<file path="src/hdl/fcw_pkg.sv">
// shared types, codes and constants of the fat12 cluster chain walker
package fcw_pkg;

	localparam int TABLE_BYTES_DEF = 8192;

	// cluster size and table bound both fit 13 x 8 bit products
	localparam int LIMIT_W = 21;

	localparam logic [11:0] END_MARK  = 12'hFF8;
	localparam logic [19:0] COUNT_MAX = 20'hFFFFF;

	localparam logic [15:0] RST_DATA_START = 16'd33;
	localparam logic [7:0]  RST_SPC        = 8'd1;
	localparam logic [12:0] RST_BPS        = 13'd512;
	localparam logic [7:0]  RST_SPF        = 8'd9;

	typedef enum logic [1:0] {
		OP_LOAD    = 2'd0,
		OP_START   = 2'd1,
		OP_ADVANCE = 2'd2
	} opcode_t;

	typedef enum logic [1:0] {
		CFG_DATA_START = 2'd0,
		CFG_SPC        = 2'd1,
		CFG_BPS        = 2'd2,
		CFG_SPF        = 2'd3
	} cfg_index_t;

	typedef struct packed {
		logic [15:0]        data_start;
		logic [7:0]         spc;
		logic [LIMIT_W-1:0] cluster_size;
		logic [LIMIT_W-1:0] limit;
	} geom_t;

	typedef struct packed {
		logic [11:0] cluster;
		logic [31:0] remaining;
		logic        active;
	} chain_t;

	typedef struct packed {
		logic [11:0] cluster;
		logic [31:0] sector_address;
		logic [19:0] byte_count;
		logic        last;
		logic        table_overrun;
		logic        idle;
	} record_t;

endpackage

</file>
<file path="src/hdl/fcw_step.sv">
// one advance: sector address, byte count, entry decode and next chain state
module fcw_step (
	input  fcw_pkg::chain_t  chain,
	input  fcw_pkg::geom_t   geom,
	input  logic [7:0]       rd_lo,
	input  logic [7:0]       rd_hi,
	output logic [12:0]      entry_index,
	output fcw_pkg::record_t rec,
	output fcw_pkg::chain_t  chain_next
);
	import fcw_pkg::*;

	logic signed [21:0]  diff_x, spc_x, prod;
	logic [31:0]         sector;
	logic [LIMIT_W-1:0]  take;
	logic [31:0]         rem_next;
	logic [13:0]         index_end;
	logic                overrun;
	logic [11:0]         entry;
	logic                last;

	// entry index is cluster * 1.5, rounded down
	assign entry_index = {1'b0, chain.cluster} + {2'b0, chain.cluster[11:1]};
	assign index_end   = {1'b0, entry_index} + 14'd1;

	always_comb begin
		// clusters 0 and 1 give a negative offset that wraps
		diff_x = $signed({10'b0, chain.cluster}) - 22'sd2;
		spc_x  = $signed({14'b0, geom.spc});
		prod   = diff_x * spc_x;
		sector = {16'b0, geom.data_start} + {{10{prod[21]}}, prod};

		if (chain.remaining < {11'b0, geom.cluster_size}) begin
			take = chain.remaining[LIMIT_W-1:0];
		end else begin
			take = geom.cluster_size;
		end
		rem_next = chain.remaining - {11'b0, take};

		overrun = {7'b0, index_end} >= geom.limit;

		if (chain.cluster[0]) begin
			entry = {rd_hi, rd_lo[7:4]};
		end else begin
			entry = {rd_hi[3:0], rd_lo};
		end

		last = overrun || (entry >= END_MARK) || (rem_next == 32'd0);

		if (chain.active) begin
			rec.cluster        = chain.cluster;
			rec.sector_address = sector;
			rec.byte_count     = (take > LIMIT_W'(COUNT_MAX)) ? COUNT_MAX : take[19:0];
			rec.last           = last;
			rec.table_overrun  = overrun;
			rec.idle           = 1'b0;
			chain_next.cluster   = overrun ? chain.cluster : entry;
			chain_next.remaining = rem_next;
			chain_next.active    = !last;
		end else begin
			rec        = '0;
			rec.idle   = 1'b1;
			chain_next = chain;
		end
	end

endmodule

</file>
<file path="config.mk">
export PLATFORM = sky130hd
export DESIGN_NAME = fcw_step
export DESIGN_NICKNAME = d
export VERILOG_FILES = /design/src/hdl/fcw_pkg.sv /design/src/hdl/fcw_step.sv
export SDC_FILE = /design/constraint.sdc
export NUM_CORES = 1
export LEC_CHECK = 0
export BUFFER_PORTS_ARGS = -buffer_cell sky130_fd_sc_hd__buf_2
export CAP_MARGIN = 20
export CORE_MARGIN = 1.5
export CORE_UTILIZATION = 41
export DETAILED_ROUTE_END_ITERATION = 10
export PLACE_DENSITY = 0.65
export SYNTH_ARGS = -nofsm -noshare
export SYNTH_HDL_FRONTEND = slang
export SYNTH_SLANG_ARGS = --single-unit
</file>
<file path="constraint.sdc">
create_clock -name vclk -period 7.5
set_input_delay 0.75 -clock vclk [all_inputs]
set_output_delay 0.75 -clock vclk [all_outputs]
set_load 0.03 [all_outputs]
</file>
# == After elaboration in Yosys (flattened, before gate mapping) ==
# Index checks and enable logic that the tools add are counted.
# totals
ff_bits,0
latch_bits,0
ram_bits,0
rom_bits,0
input_bits,127
output_inout_bits,125
mem_count,0
# classes
n_addsub,5
n_mul,1
div,0
magnitude_cmp,4
n_eq_ne,0
shift,0
mux,6
n_bitwise,0
reduce_logical,4
# op_table
op,count
67-bit 2-to-1 mux,1
45-bit 2-to-1 mux,1
32-bit logical NOT,1
32-bit by 21-bit < comparator with 1-bit output,1
32-bit by 21-bit subtractor with 32-bit output,1
12-bit 2-to-1 mux,2
17-bit by 22-bit adder with 23-bit output,1
13-bit by 9-bit multiplier with 22-bit output,1
14-bit by 21-bit >= comparator with 1-bit output,1
"21-bit by 20-bit greater-than comparator with 1-bit output, second input constant",1
21-bit 2-to-1 mux,1
20-bit 2-to-1 mux,1
"13-bit by 1-bit adder with 14-bit output, second input constant",1
12-bit by 11-bit adder with 13-bit output,1
"12-bit by 2-bit subtractor with 13-bit output, second input constant",1
"12-bit >= comparator, second input constant",1
1-bit logical OR,2
1-bit logical NOT,1

# == Logic depth before layout (Yosys ltp) ==
# logic_depth
word_depth,7
mapped_depth,29
ltp_nobuf,28

# == Worst setup path before layout ==
# No wires, ideal clock.
# synth_timing
kind,input to output
startpoint,input chain[36] in the netlist's numbering
endpoint,output rec[46] in the netlist's numbering
t_arrival_ps,7727
path_slack_ps,-977
path_stages,29
n_path_buf,1
path_cell_list,inv_1 -> ha_1 -> a21boi_0 -> o21ai_0 -> a21boi_0 -> o21ai_0 -> a21boi_1 -> nand2_1 -> inv_1 -> fa_1 -> inv_1 -> fa_1 -> inv_1 -> fa_1 -> fa_1 -> inv_1 -> fa_1 -> inv_1 -> ha_1 -> a21o_1 -> a21oi_1 -> nand2_1 -> a311oi_1 -> nor3_1 -> a21o_1 -> o41ai_1 -> xnor2_1 -> nor2_1 -> buf_4
# synth_lines
element,line_no,text
start: declaration,fcw_step.sv:3,"input fcw_pkg::chain_t chain,"
end: declaration,fcw_step.sv:8,"output fcw_pkg::record_t rec,"

==> results.toml <==
[timing]
period_share_pct = 101.5
worst_slew_pin_slew_ns = 1.034
finalMaxSlewViolations = 0
rsz0062_at_grt = "yes"
finalHoldViolations = 0
fin_crit_ns = 7.612
setup_viol = 11
max_freq_mhz = 131.4
relSlewSlack_pct = 30.94
setup_slack_ns = -0.1121

[pwr]
pwr-share-clk_pct = 0
combPwrFrac_pct = 100.0
powerDensity_nw_per_um2 = 375.4
swShare_pct = 54.65
power.leakage_nw = 6.537
peakVddDrop_mv = 0.5954
internal_power_mw = 2.098
fin_total_pwr_mw = 4.625
switchingPower_mw = 2.527
seq_power_share_pct = 0

[routing]
wl_per_cell_microns = 16.69
ant_nets = 0
avgViaCountPerCell = 5.365
first_pass_iters = 5
num_vias = 9845
post-route-drc-count = 0
dr.first_iter.drc_count = 492
wl_mm = 30.63

[run_status]
outcome = "finished with violations"
violations = "setup timing"

[placed_design]
dp_hpwl_mm = 25.41
dp_cells = 1805
port_buffers = 252
place.gp.congestion = 0.9325

[yosys]
yosys_warnings = 0
synth_nets = 1615
yosysSeqAreaShare_pct = 0
synth_top_cell_by_area = "fa_1"
synth_area_sq_um = 9547
synth_commonest_cells = "inv_1 (204), ha_1 (143), nand2_1 (106)"
yosys.cell_count.top_type = "inv_1"
postSynthCellCount = 1245
synth_top_area_share_pct = 20.97
synth_area_leaders = "fa_1 (21%), ha_1 (19%), inv_1 (8.0%)"
syn_area_per_cell_sq_um = 7.668
synth_cell_types = 76

[layout]
nFillCells = 2118
clock_buffers = 0
instances_no_fill = 1835
fin_util_pct = 54.25
syn2layout_area_growth_pct = 29.04
multi_input_area_sq_um = 8980
nets = 1921
layout.area.seq_sq_um = 0
layout-drive-gt1-share_pct = 30.28
seq_cell_count = 0

[grt]
antenna_found_initial = 1
grt_util_all_layers_pct = 24.85
grt_max_degree = 49
grt_pass1_wl_mm = 49.18
grt_pass1_vias = 9955
gr-total-overflow = 0

[min_path]
hold_path_class = "primary input to output pin"

[worst_setup_path]
crit_type = "primary input to output pin"
cpLargestDelayFamily = "adder cells"
crit_path_end_kind = "output pin"
critical_path_buf_inv_count = 9
critPathMostFrequentCell = "buf_4"
path_max_fanout = 5
cp-start-kind = "primary input"
cpPeakStageDelay_ns = 0.57
worstPathArrival_ns = 6.86
cp.required_ns = 6.75
slowest_stage = "fa_2"

[clock_network]
cts_hold_buf = 0

[die]
die_area_sq_um = 24210
core_area_sq_um = 22710
initial_core_util_pct = 42.04
die_y_microns = 155.6
rows = 55
die_w_microns = 155.6
ioPinCount = 252

[flow_run]
drv_cap = 0
[worst paths after layout]
path / slack [ns] / startpoint / cells past startpoint / end
max: -0.11 / chain[34] / 29 / rec[53]
min: 1.84 / chain[32] / 3 / chain_next[32]
[cell families after synthesis]
group / count (synthesis) / synth area share (%)
AND/OR/NAND/NOR: 387 / 20.81
multiplexers: 40 / 4.273
buffers and inverters: 262 / 11.19
XOR/XNOR: 72 / 6.606
adder cells (fa/ha/maj): 243 / 39.71
AO/OA/AOI/OAI: 241 / 17.41
[placed cells by master, fill, tap and decap left out, types with 7 or more instances in the layout]
master / synthesis / layout
a21o_1: 19 / 19
a21oi_1: 61 / 56
and2_1: 49 / 47
and3_1: 13 / 12
buf_2: 11 / 235
buf_4: 11 / 113
buf_6: 4 / 10
fa_1: 100 / 95
ha_1: 143 / 127
ha_4: 0 / 15
inv_1: 204 / 189
inv_2: 0 / 10
mux2i_1: 34 / 34
nand2_1: 106 / 100
nand2b_1: 11 / 11
nand3_1: 19 / 18
nand4_1: 14 / 14
nor2_1: 82 / 79
nor2b_1: 24 / 24
nor3_1: 23 / 21
nor3b_1: 7 / 7
nor4_1: 9 / 9
o211ai_1: 9 / 9
o21a_1: 8 / 8
o21ai_0: 48 / 46
o21ai_1: 10 / 9
o21bai_1: 7 / 7
o221a_1: 20 / 20
xnor2_1: 45 / 38
xor2_1: 27 / 27
[layout make-up]
| class | count | area share (%) |
|---|---|---|
| Multi-Input combinational cell | 984 | 72.89 |
| Timing Repair Buffer | 361 | 17.75 |
| Inverter | 204 | 6.439 |
| Tap cell | 285 | 2.895 |
| Antenna cell | 1 | 0.02031 |
[per-stage QoR]
step / setup WS [ns] / instance area [sq um] / TNS [ns] / hold WS, ns
final: -0.1121 / 12320 / -1.026 / 1.842
after global routing: -0.3323 / 12320 / -4.084 / 1.867
after CTS: -0.03677 / 12120 / -0.1836 / 1.841
after detailed placement: -0.5411 / 11600 / -6.847 / 1.837
after global placement: -0.2786 / 11600 / -3.141 / 1.842
after floorplan: 0.003829 / 9714 / 0 / 1.676
[per-layer routing]
layer | global-route usage, % | vias up | part of all wire, %
met4 | 3.855 | 0 | 1.8
met2 | 44.98 | 308 | 49
met1 | 32.96 | 4700 | 44
met3 | 1.694 | 38 | 5.0
li1 | - | 4799 | -
met5 | 0 | - | 0
[timing repair]
action / in CTS / in global routing
gates cloned: 1 / 0
setup endpoints to repair: 18 / 15
setup buffers: 19 / 9
gates resized for setup: 81 / 32
pin swaps: 64 / 30
[power groups by stage]
stage,combinational (mW),clock [mW],sequential (mW)
2_1_floorplan,2.73,0,0
3_3_place_gp,3.88,0,0
3_5_place_dp,3.95,0,0
4_1_cts,4.36,0,0
5_1_grt,5.07,0,0
6_report,4.62,0.0000000178,0
(Power assumes the default switching activity.)
