[src/hdl/fcw_pkg.sv]
// shared types, codes and constants of the fat12 cluster chain walker
package fcw_pkg;

	localparam int TABLE_BYTES_DEF = 8192;

	// cluster size and table bound both fit 13 x 8 bit products
	localparam int LIMIT_W = 21;

	localparam logic [11:0] END_MARK  = 12'hFF8;
	localparam logic [19:0] COUNT_MAX = 20'hFFFFF;

	localparam logic [15:0] RST_DATA_START = 16'd33;
	localparam logic [7:0]  RST_SPC        = 8'd1;
	localparam logic [12:0] RST_BPS        = 13'd512;
	localparam logic [7:0]  RST_SPF        = 8'd9;

	typedef enum logic [1:0] {
		OP_LOAD    = 2'd0,
		OP_START   = 2'd1,
		OP_ADVANCE = 2'd2
	} opcode_t;

	typedef enum logic [1:0] {
		CFG_DATA_START = 2'd0,
		CFG_SPC        = 2'd1,
		CFG_BPS        = 2'd2,
		CFG_SPF        = 2'd3
	} cfg_index_t;

	typedef struct packed {
		logic [15:0]        data_start;
		logic [7:0]         spc;
		logic [LIMIT_W-1:0] cluster_size;
		logic [LIMIT_W-1:0] limit;
	} geom_t;

	typedef struct packed {
		logic [11:0] cluster;
		logic [31:0] remaining;
		logic        active;
	} chain_t;

	typedef struct packed {
		logic [11:0] cluster;
		logic [31:0] sector_address;
		logic [19:0] byte_count;
		logic        last;
		logic        table_overrun;
		logic        idle;
	} record_t;

endpackage

[src/hdl/fcw_cfg.sv]
// configuration registers with precomputed cluster size and table bound
module fcw_cfg #(
	parameter int TABLE_BYTES = fcw_pkg::TABLE_BYTES_DEF
) (
	input  logic                clk,
	input  logic                arst_n,
	input  logic                cfg_write,
	input  logic [1:0]          cfg_index,
	input  logic [15:0]         cfg_data,
	output fcw_pkg::geom_t      geom
);
	import fcw_pkg::*;

	localparam logic [LIMIT_W-1:0] TABLE_LIM = LIMIT_W'(TABLE_BYTES);
	localparam logic [LIMIT_W-1:0] RST_CSIZE = LIMIT_W'(int'(RST_BPS) * int'(RST_SPC));
	localparam logic [LIMIT_W-1:0] RST_RAW   = LIMIT_W'(int'(RST_BPS) * int'(RST_SPF));
	localparam logic [LIMIT_W-1:0] RST_LIMIT = (RST_RAW > TABLE_LIM) ? TABLE_LIM : RST_RAW;

	logic [15:0]        ds_q, ds_d;
	logic [7:0]         spc_q, spc_d;
	logic [12:0]        bps_q, bps_d;
	logic [7:0]         spf_q, spf_d;
	logic [LIMIT_W-1:0] csize_q, csize_d;
	logic [LIMIT_W-1:0] limit_q, limit_d;
	logic [LIMIT_W-1:0] fat_bytes;

	always_comb begin
		ds_d  = ds_q;
		spc_d = spc_q;
		bps_d = bps_q;
		spf_d = spf_q;
		if (cfg_write) begin
			unique case (cfg_index_t'(cfg_index))
				CFG_DATA_START: ds_d  = cfg_data;
				CFG_SPC:        spc_d = cfg_data[7:0];
				CFG_BPS:        bps_d = cfg_data[12:0];
				CFG_SPF:        spf_d = cfg_data[7:0];
				default:        ds_d  = ds_q;
			endcase
		end
	end

	// products follow the register values written at the same edge
	always_comb begin
		csize_d   = {8'b0, bps_d} * {13'b0, spc_d};
		fat_bytes = {8'b0, bps_d} * {13'b0, spf_d};
		limit_d   = (fat_bytes > TABLE_LIM) ? TABLE_LIM : fat_bytes;
	end

	always_ff @(posedge clk or negedge arst_n) begin
		if (!arst_n) begin
			ds_q    <= RST_DATA_START;
			spc_q   <= RST_SPC;
			bps_q   <= RST_BPS;
			spf_q   <= RST_SPF;
			csize_q <= RST_CSIZE;
			limit_q <= RST_LIMIT;
		end else begin
			ds_q    <= ds_d;
			spc_q   <= spc_d;
			bps_q   <= bps_d;
			spf_q   <= spf_d;
			csize_q <= csize_d;
			limit_q <= limit_d;
		end
	end

	assign geom.data_start   = ds_q;
	assign geom.spc          = spc_q;
	assign geom.cluster_size = csize_q;
	assign geom.limit        = limit_q;

endmodule

[config.mk]
export PLATFORM = sky130hd
export DESIGN_NAME = fcw_cfg
export DESIGN_NICKNAME = d
export VERILOG_FILES = /design/src/hdl/fcw_pkg.sv /design/src/hdl/fcw_cfg.sv
export SDC_FILE = /design/constraint.sdc
export NUM_CORES = 1
export LEC_CHECK = 0
export BUFFER_PORTS_ARGS = -buffer_cell sky130_fd_sc_hd__clkbuf_2
export CAP_MARGIN = 25
export CORE_MARGIN = 2
export CORE_UTILIZATION = 60
export CTS_CLUSTER_DIAMETER = 50
export CTS_CLUSTER_SIZE = 10
export DETAILED_ROUTE_END_ITERATION = 8
export GPL_TIMING_DRIVEN = 0
export PLACE_DENSITY = 0.84
export SETUP_SLACK_MARGIN = 0.05
export SLEW_MARGIN = 5
export SYNTH_ARGS = -nofsm -noshare
export SYNTH_HDL_FRONTEND = slang
export SYNTH_SLANG_ARGS = --single-unit
export TNS_END_PERCENT = 10
[constraint.sdc]
create_clock -name clk -period 6.39 [get_ports clk]
set_input_delay 1.917 -clock clk [delete_from_list [all_inputs] [get_ports clk]]
set_output_delay 1.917 -clock clk [all_outputs]
set_load 0.05 [all_outputs]
; ---- After elaboration in Yosys (flattened, before gate mapping)
; Cells that the tools add are included.
[op_classes]
mul = 2
n_lt_le_gt_ge = 1
n_eq_ne = 3
mux = 7
reduce_logical = 2
[op_table]
columns = op, n
row1 = 13-bit by 8-bit multiplier with 21-bit output, 2
row2 = 8-bit two-way mux, 4
row3 = 13-bit two-way mux, 2
row4 = "21-bit by 14-bit greater-than comparator with 1-bit output, second input constant", 1
row5 = 21-bit two-way mux, 1
row6 = "2-bit equality test, second input constant", 2
row7 = "2-bit by 1-bit equality test with 1-bit output, second input constant", 1
row8 = 2-bit zero test, 1
row9 = 2-bit AND reduction, 1
[word_totals]
register_bits = 87
inputBits = 21
output_inout_bits = 66
word_cells = 21

; ---- Logic depth before layout (Yosys ltp)
; Gate-level depths: netlist (run 1).
[logic_depth]
depth_word = 6
ltp_mapped = 23

; ---- Worst setup path before layout (run 1)
; Ideal clock, no wire load.
[synth_path]
kind = in2reg
start = input port cfg_index[0]
end = register limit_q[13]
arrival_time_ns = 7.425
setup_slack_ns = -1.162
cell_stages = 18
path_buffers = 1
path_cell_list = nand3b_1 -> buf_1 -> mux2i_1 -> nor2_1 -> fa_1 -> fa_1 -> fa_1 -> inv_1 -> fa_1 -> inv_1 -> ha_1 -> and3_1 -> a21boi_0 -> a211oi_1 -> a211o_1 -> o32a_1 -> a2111o_1 -> or2_2
[synth_via]
elab_chain_cells = 6
word_cells_on_any_way = 9
[synth_rtl]
columns = element, line_no
row1 = start: declaration, fcw_cfg.sv:8  ; input logic [1:0] cfg_index,
row2 = 2-bit equality test, fcw_cfg.sv:33  ; unique case (cfg_index_t'(cfg_index))
row3 = 13-bit two-way mux or 8-bit two-way mux (tied branches), fcw_cfg.sv:33
row4 = 13-bit two-way mux or 8-bit two-way mux (tied branches), fcw_cfg.sv:32  ; if (cfg_write) begin
row5 = 13-bit by 8-bit multiplier with 21-bit output *, fcw_cfg.sv:46  ; fat_bytes = {8'b0, bps_d} * {13'b0, spf_d};
row6 = 21-bit by 14-bit greater-than comparator with 1-bit output, fcw_cfg.sv:47  ; limit_d = (fat_bytes > TABLE_LIM) ? TABLE_LIM : fat_bytes;
row7 = 21-bit two-way mux *, fcw_cfg.sv:47
row8 = net limit_d[13], fcw_cfg.sv:24  ; logic [LIMIT_W-1:0] limit_q, limit_d;
row9 = end signal: assignment, fcw_cfg.sv:64  ; limit_q <= limit_d;
row10 = end: declaration, fcw_cfg.sv:24
; The timed path passes the listed nets; every way through them passes the cells marked *.
; A chain may end at the register's enable or synchronous reset.

; ---- Worst setup path after layout (run 1)
[layout_path]
start = input port cfg_index[0]
end = register limit_q[0]
; Same word-level chain as after synthesis.

==> impl_results.md, run 1 <==
* First-pass GRT wire length at 43000 um
* Root buffer cell: clkbuf_16
* Final Non-Filler Cells at around 1300
* CP Launch Type: input pin
* Period minus WS final at about 7.3 ns
* Die width at between 100 and 150 um
* Final Hold Vio Count at 0
* CTS clk-pin slew, worst paths at around 0.070 ns
* Worst Path Max Fanout at 7
* Vias at 8226
* Chip Height at between 100 and 150 um
* Yosys top cell area share at 28.3%
* Fill count at 900
* Final WS setup at -0.889 ns
* Grt met3 use at 8.36%
* Synthesized area per cell at 9.45 um2
* CTS sink count at a little under 90
* Port buffer count at 86
* CTS Buf Count at 9
* Share of synthesized registers carrying an async set or reset at 100%
* Gr ovfl total at 0
* # nets final at 1379
* Yosys warns at 0
* M1 GR Usage at 41.7%
* Detail Route Antenna Nets at 0
* # diodes at 0
* Cell taking the most area after synthesis: fa_1
* Slew Limit Fails at 0
* Clk_lat worst skew at between 0.3 and 0.4 ns
* H-Tree Depth at 3
* Register area share after synthesis at roughly a quarter
* IO Pins at 87
* CP Capture Type: flip-flop
* Worst path arrival time at 7.51 ns
* Final Setup Violations at 23
* Min Hold Slack at 0.513 ns
* Die ar. at 16600 um2
* Drt initial violations at a little over 900
* Outcome: complete, but fails checks
* Max cap viols at 0
* Synthesis-to-finish area growth at 23.4%
* Synth area leaders: fa_1 (28%), dfrtp_1 (21%), ha_1 (11%)
* #FFs+latches synth at 87
* Req. time, crit path at 6.62 ns
* Distinct cells, synth at 63
* # placed instances at 1270
* Post-synthesis cell count at between 900 and 1000
* Worst-margin pin slew at 0.687 ns
* Mapped Area at 9340 um2
* Hpwl dp at between 15000 and 20000 um
* Largest net degree at the start of global routing at between 40 and 50
* Final WL at 27000 um
* Initial antenna violation count at 0
* Row count at 45
* Core Area at 15200 um2
* Final Wtd Congestion at 0.910
* DRC at 0
* Critical path type: input pin to flip-flop
* Hold Path Class: flip-flop to flip-flop
* RSZ-0062 raised after global routing: yes
* GRT busiest layer: met2
* Top cells by count, synth: inv_1 (174), nor2_1 (149), fa_1 (132)
* Setup TNS at -13.92 ns
* Cell with the most instances after synthesis: inv_1
* EDFF count, synth at 0
* All-Layer GR Usage at 34.0%
* Cts hold-fix bufs at 0
* DR WL/cell at 20.2 um
* Crit share post-route at 114%
* Initial Utilization at just over 60%
* Failing checks: setup timing
* Worst slew margin at 52.9%
* Initial DRT Pass Iterations at 9
* Vias in the first global route at 8540
* Maximum clock insertion buffer count at 2
* Worst clock skew at 0.0160 ns
* Routing usage on met2 at 55.4%
* Via density at 6.15
* Top_reg_cell synth: dfrtp_1
* Share of cells above drive strength 1 at 26.2%
* CTS tree: yes
* Fmax achieved at between 0.1 and 0.15 GHz
-- flip-flops by register name, summed over array words and instances (netlist names) --
name,cells
bps_q,13
spc_q,8
csize_q,21
limit_q,21
ds_q,16
spf_q,8
-- worst max-delay path, cell delays in order --
cell	delay (ns)
clkbuf_16	0.13
nand3b_1	0.21
buf_6	0.18
buf_16	0.15
mux2i_4	0.19
buf_4	0.16
nor2_1	0.16
fa_1	0.48
fa_1	0.51
fa_1	0.50
inv_1	0.05
fa_1	0.50
inv_1	0.08
ha_4	0.32
and3_4	0.20
a21boi_4	0.22
a211oi_4	0.10
a211o_1	0.27
o32a_1	0.29
a2111o_1	0.53
nor4_1	0.35
-- cell usage in the layout, fill, tap and decap left out, types with 5 or more instances in the layout --
| cell type | n |
|---|---|
| a211oi_1 | 5 |
| a21boi_0 | 6 |
| a21o_1 | 7 |
| a21oi_1 | 19 |
| and2_1 | 11 |
| buf_4 | 46 |
| buf_6 | 8 |
| clkbuf_16 | 10 |
| clkbuf_2 | 93 |
| clkbuf_8 | 9 |
| conb_1 | 7 |
| dfrtp_1 | 78 |
| dfstp_2 | 9 |
| fa_1 | 130 |
| ha_1 | 71 |
| ha_4 | 10 |
| inv_1 | 166 |
| inv_2 | 7 |
| mux2_2 | 19 |
| mux2i_1 | 12 |
| mux2i_4 | 13 |
| nand2_1 | 90 |
| nand3_1 | 5 |
| nor2_1 | 140 |
| nor2_2 | 8 |
| nor3_1 | 5 |
| nor3_2 | 6 |
| o21a_1 | 7 |
| o21ai_0 | 15 |
| xnor2_1 | 13 |
-- through the flow --
stage                     worst slack [ns]  utilization [%]  cell area, um2
after floorplan                     -0.656                -            9610
after global placement               -1.76             67.6           10300
after detailed placement             -1.73             67.8           10300
after CTS                           -0.608             75.5           11500
after global routing                 -1.01             75.8           11500
final                               -0.889             75.8           11500
-- logic make-up after synthesis --
logic type,synth area share [%]
AND/OR/NAND/NOR,14.0
AO/OA/AOI/OAI,8.15
multiplexers,5.08
adder cells (fa/ha/maj),39.3
buffers and inverters,8.49
XOR/XNOR,1.50
other,0.0401
flip-flops,23.4
-- final timing paths --
path | from | to | slack [ns] | depth (start not counted)
setup / recovery | cfg_index[0] | limit_q[0]$_DFF_PN0_ | -0.89 | 21
hold / removal | ds_q[2]$_DFFE_PN0P_ | ds_q[2]$_DFFE_PN0P_ | 0.51 | 1
setup reg to reg | spf_q[2]$_DFF_PN0_ | limit_q[0]$_DFF_PN0_ | 0.76 | 17
hold reg to reg | ds_q[2]$_DFFE_PN0P_ | ds_q[2]$_DFFE_PN0P_ | 0.51 | 1
max in group asynchronous | arst_n | bps_q[9]$_DFF_PN1_ | 4.04 | 2
min in group asynchronous | arst_n | limit_q[11]$_DFF_PN0_ | 1.62 | 1
-- final cells by class --
class,count,area [um2],area share [%]
multi-input combinational,698,6940,60.2
clock inverter,6,67.6,0.586
inverter,180,687,5.96
buffer,27,233,2.02
sequential,87,2190,19.0
tap,188,235,2.04
timing repair buffer,141,936,8.12
clock buffer,10,239,2.07
-- per-layer routing --
layer | part of all wire [%] | vias to the layer above
met3 | 11 | 174
li1 | - | 3444
met2 | 47 | 581
met4 | 6.1 | 0
met5 | 0 | -
met1 | 36 | 4027
-- repair_timing --
item / CTS / global route
setup endpoints to repair: 27 / 26
pin swaps: 33 / 3
cloned: 2 / 0
gates resized for setup: 109 / 15
buffers inserted: 51 / 0
Power of run 1 is not shown: default switching activity piles up to over one toggle a cycle in this logic, so the estimate is an artifact.
==> run 2: changes to the inputs <==
--- a/config.mk
+++ b/config.mk
@@ -15,3 +15,3 @@
 export GPL_TIMING_DRIVEN = 0
-export PLACE_DENSITY = 0.84
+export PLACE_DENSITY = 0.85
 export SETUP_SLACK_MARGIN = 0.05
==> constraint.sdc (replaced) <==
create_clock -name clk -period 7.4 [get_ports clk]
set_input_delay 1.11 -clock clk [delete_from_list [all_inputs] [get_ports clk]]
set_output_delay 1.11 -clock clk [all_outputs]
set_load 0.05 [all_outputs]
==> run 2 against run 1 <==
Against the previous run: the flow now finishes without violations; critical path depth is the same; sequential cell count is the same; die area stayed put; global-route usage decreased by 5.6 points; first-iteration DRC count is 35% lower; routed wire length decreased by 18%; cell count decreased by 3.9%; critical path type unchanged; largest cell class unchanged; highest routed layer unchanged.
==> impl_results.md, run 2 (synthesized netlist as in run 1, its figures left out) <==
* Outcome: finished clean
* Worst r2r src: bps_q[12]$_DFF_PN0_
* Final Hold Vio Count at 0 (unchanged)
* Vias in the first global route at 7563 (-11%)
* Worst Path Max Fanout at 10 (+3)
* Gr ovfl total at 0 (unchanged)
* # diodes at 0 (unchanged)
* FF-to-FF End: limit_q[3]$_DFF_PN0_
* Critical path type: input pin to flip-flop
* Hpwl dp at 17100 um (+1.3%)
* Worst slew margin at 42.7% (-10 points)
* Hold_sp: ds_q[1]$_DFFE_PN0P_
* CTS clk-pin slew, worst paths at 0.07 ns (about the same)
* Port buffer count at 86 (unchanged)
* Final Setup Violations at 0 (-100%)
* Detail Route Antenna Nets at 0 (unchanged)
* IO Pins at 87 (unchanged)
* Register Area at 2190 um2 (unchanged)
* CTS tree: yes
* Critical Path End: limit_q[3]$_DFF_PN0_
* Drt initial violations at 601 (-35%)
* Max cap viols at 0 (unchanged)
* # placed instances at 1269 (-0.079%)
* Row count at 45 (unchanged)
* H-Tree Depth at 3 (unchanged)
* CP Launch Type: input pin
* Share of cells above drive strength 1 at 14.1% (-12 points)
* Via density at 5.82 (-5.5%)
* Final Wtd Congestion at 0.914 (+0.40%)
* Die width at 129 um (unchanged)
* First-pass GRT wire length at 36600 um (-15%)
* Post-CTS setup buffer count at 0 (-100%)
* Core Area at 15200 um2 (unchanged)
* Worst-margin pin slew at 0.858 ns (+0.171 ns)
* Depth of the worst register-to-register path at 19 (+2)
* Setup TNS at 0 ns (+13.92 ns)
* Synthesis-to-finish area growth at 11.6%
* Initial antenna violation count at 0 (unchanged)
* Worst setup path start: cfg_index[0]
* Slew Limit Fails at 0 (unchanged)
* CTS Buf Count at 9 (unchanged)
* Largest net degree at the start of global routing at 67 (+37%)
* Top flop regs: csize_q (21), limit_q (21), ds_q (16)
* Most common cell after layout, fill and taps aside: inv_1
* Initial DRT Pass Iterations at 6 (-3)
* Worst reg2reg setup slack at 1.11 ns (+0.35 ns)
* Initial Utilization at 61.4% (unchanged)
* Final Util at 68.6% (-7.3 points)
* Fmax achieved at 0.137 GHz
* Maximum clock insertion buffer count at 2 (unchanged)
* Period minus WS final at 7.29 ns
* CTS sink count at 87 (unchanged)
* Commonest non-fill, non-tap cells in the layout: inv_1 (174), nor2_1 (149), fa_1 (132)
* CP Capture Type: flip-flop
* Hold Path Class: flip-flop to flip-flop
* Crit share post-route at 98.6%
* DR WL/cell at 17.3 um (-14%)
* Final Non-Filler Cells at 1285 (-3.9%)
* Clk_lat worst skew at 0.37 ns (about the same)
* Fill count at 1141 (+27%)
* Multi-input gate area at 6420 um2 (-7.5%)
* RSZ-0062 raised after global routing: yes
* # nets final at 1327 (-3.8%)
* DRC at 0 (unchanged)
* Worst clock skew at 0.0130 ns (-0.00301 ns)
* All-Layer GR Usage at 28.4% (-5.6 points)
* Chip Height at 129 um (unchanged)
* Worst path arrival time at 7.57 ns (+0.06 ns)
* Root buffer cell: clkbuf_16
* Final WL at 22300 um (-18%)
* Die ar. at 16600 um2 (unchanged)
* Vias at 7474 (-9.1%)
* Req. time, crit path at 7.68 ns (+1.06 ns)
==> run 2: worst min-delay path by stage <==
stage,end,cells after the start
floorplan,spf_q[1]$_DFF_PN0_,2
global placement,ds_q[13]$_DFFE_PN0P_,1
detailed placement,ds_q[12]$_DFFE_PN0P_,1
CTS,ds_q[12]$_DFFE_PN0P_,1
global route,ds_q[7]$_DFFE_PN0P_,1
finish,ds_q[1]$_DFFE_PN0P_,1
==> run 2: layout make-up <==
| cell class | count | area share [%] |
|---|---|---|
| multi-input combinational | 698 | 61.6 |
| sequential | 87 | 21.0 |
| inverter | 180 | 6.52 |
| timing repair buffer | 87 | 4.42 |
| tap | 188 | 2.26 |
| clock buffer | 9 | 2.16 |
| buffer | 29 | 1.21 |
| clock inverter | 7 | 0.792 |
==> run 2: critical path: stages <==
cell and delay, ns:
clkbuf_2 0.13, nand3b_1 0.32, clkbuf_4 0.38, mux2i_1 0.45, clkbuf_2 0.36, nor2_1 0.12, fa_1 0.53, fa_1 0.50
fa_1 0.54, inv_1 0.06, fa_1 0.48, inv_1 0.04, ha_1 0.25, a21oi_1 0.41, a21boi_0 0.24, a211oi_1 0.45
a21oi_1 0.12, o32a_1 0.18, a2111o_1 0.50, buf_6 0.19, nor3b_1 0.19
==> run 2: stage by stage <==
| stage | worst slack [ns] | instance area [um2] | hold WS [ns] |
|---|---|---|---|
| 5_1_grt | -0.122 | 10400 | 0.523 |
| 6_report | 0.106 | 10400 | 0.511 |
| 4_1_cts | 0.0546 | 10400 | 0.511 |
| 3_3_place_gp | -0.520 | 10000 | 0.488 |
| 2_1_floorplan | 0.655 | 9360 | 0.502 |
| 3_5_place_dp | -0.617 | 10100 | 0.496 |
==> run 2: per-layer routing <==
metal	part of all wire, %	track usage, %	wire [um]
met1	41	39.0	9160
met2	47	45.0	10500
met3	8.9	5.65	1990
met4	2.7	10.8	606
met5	0	0	0
==> run 2: what timing repair did <==
action | in CTS | in global routing
setup endpoints to repair | 17 | 19
gates resized for setup | 7 | 12
hold buffers | 0 | 0
pin swaps | 0 | 0
gates cloned | 0 | 0
Power of run 2 is left out for the same reason.
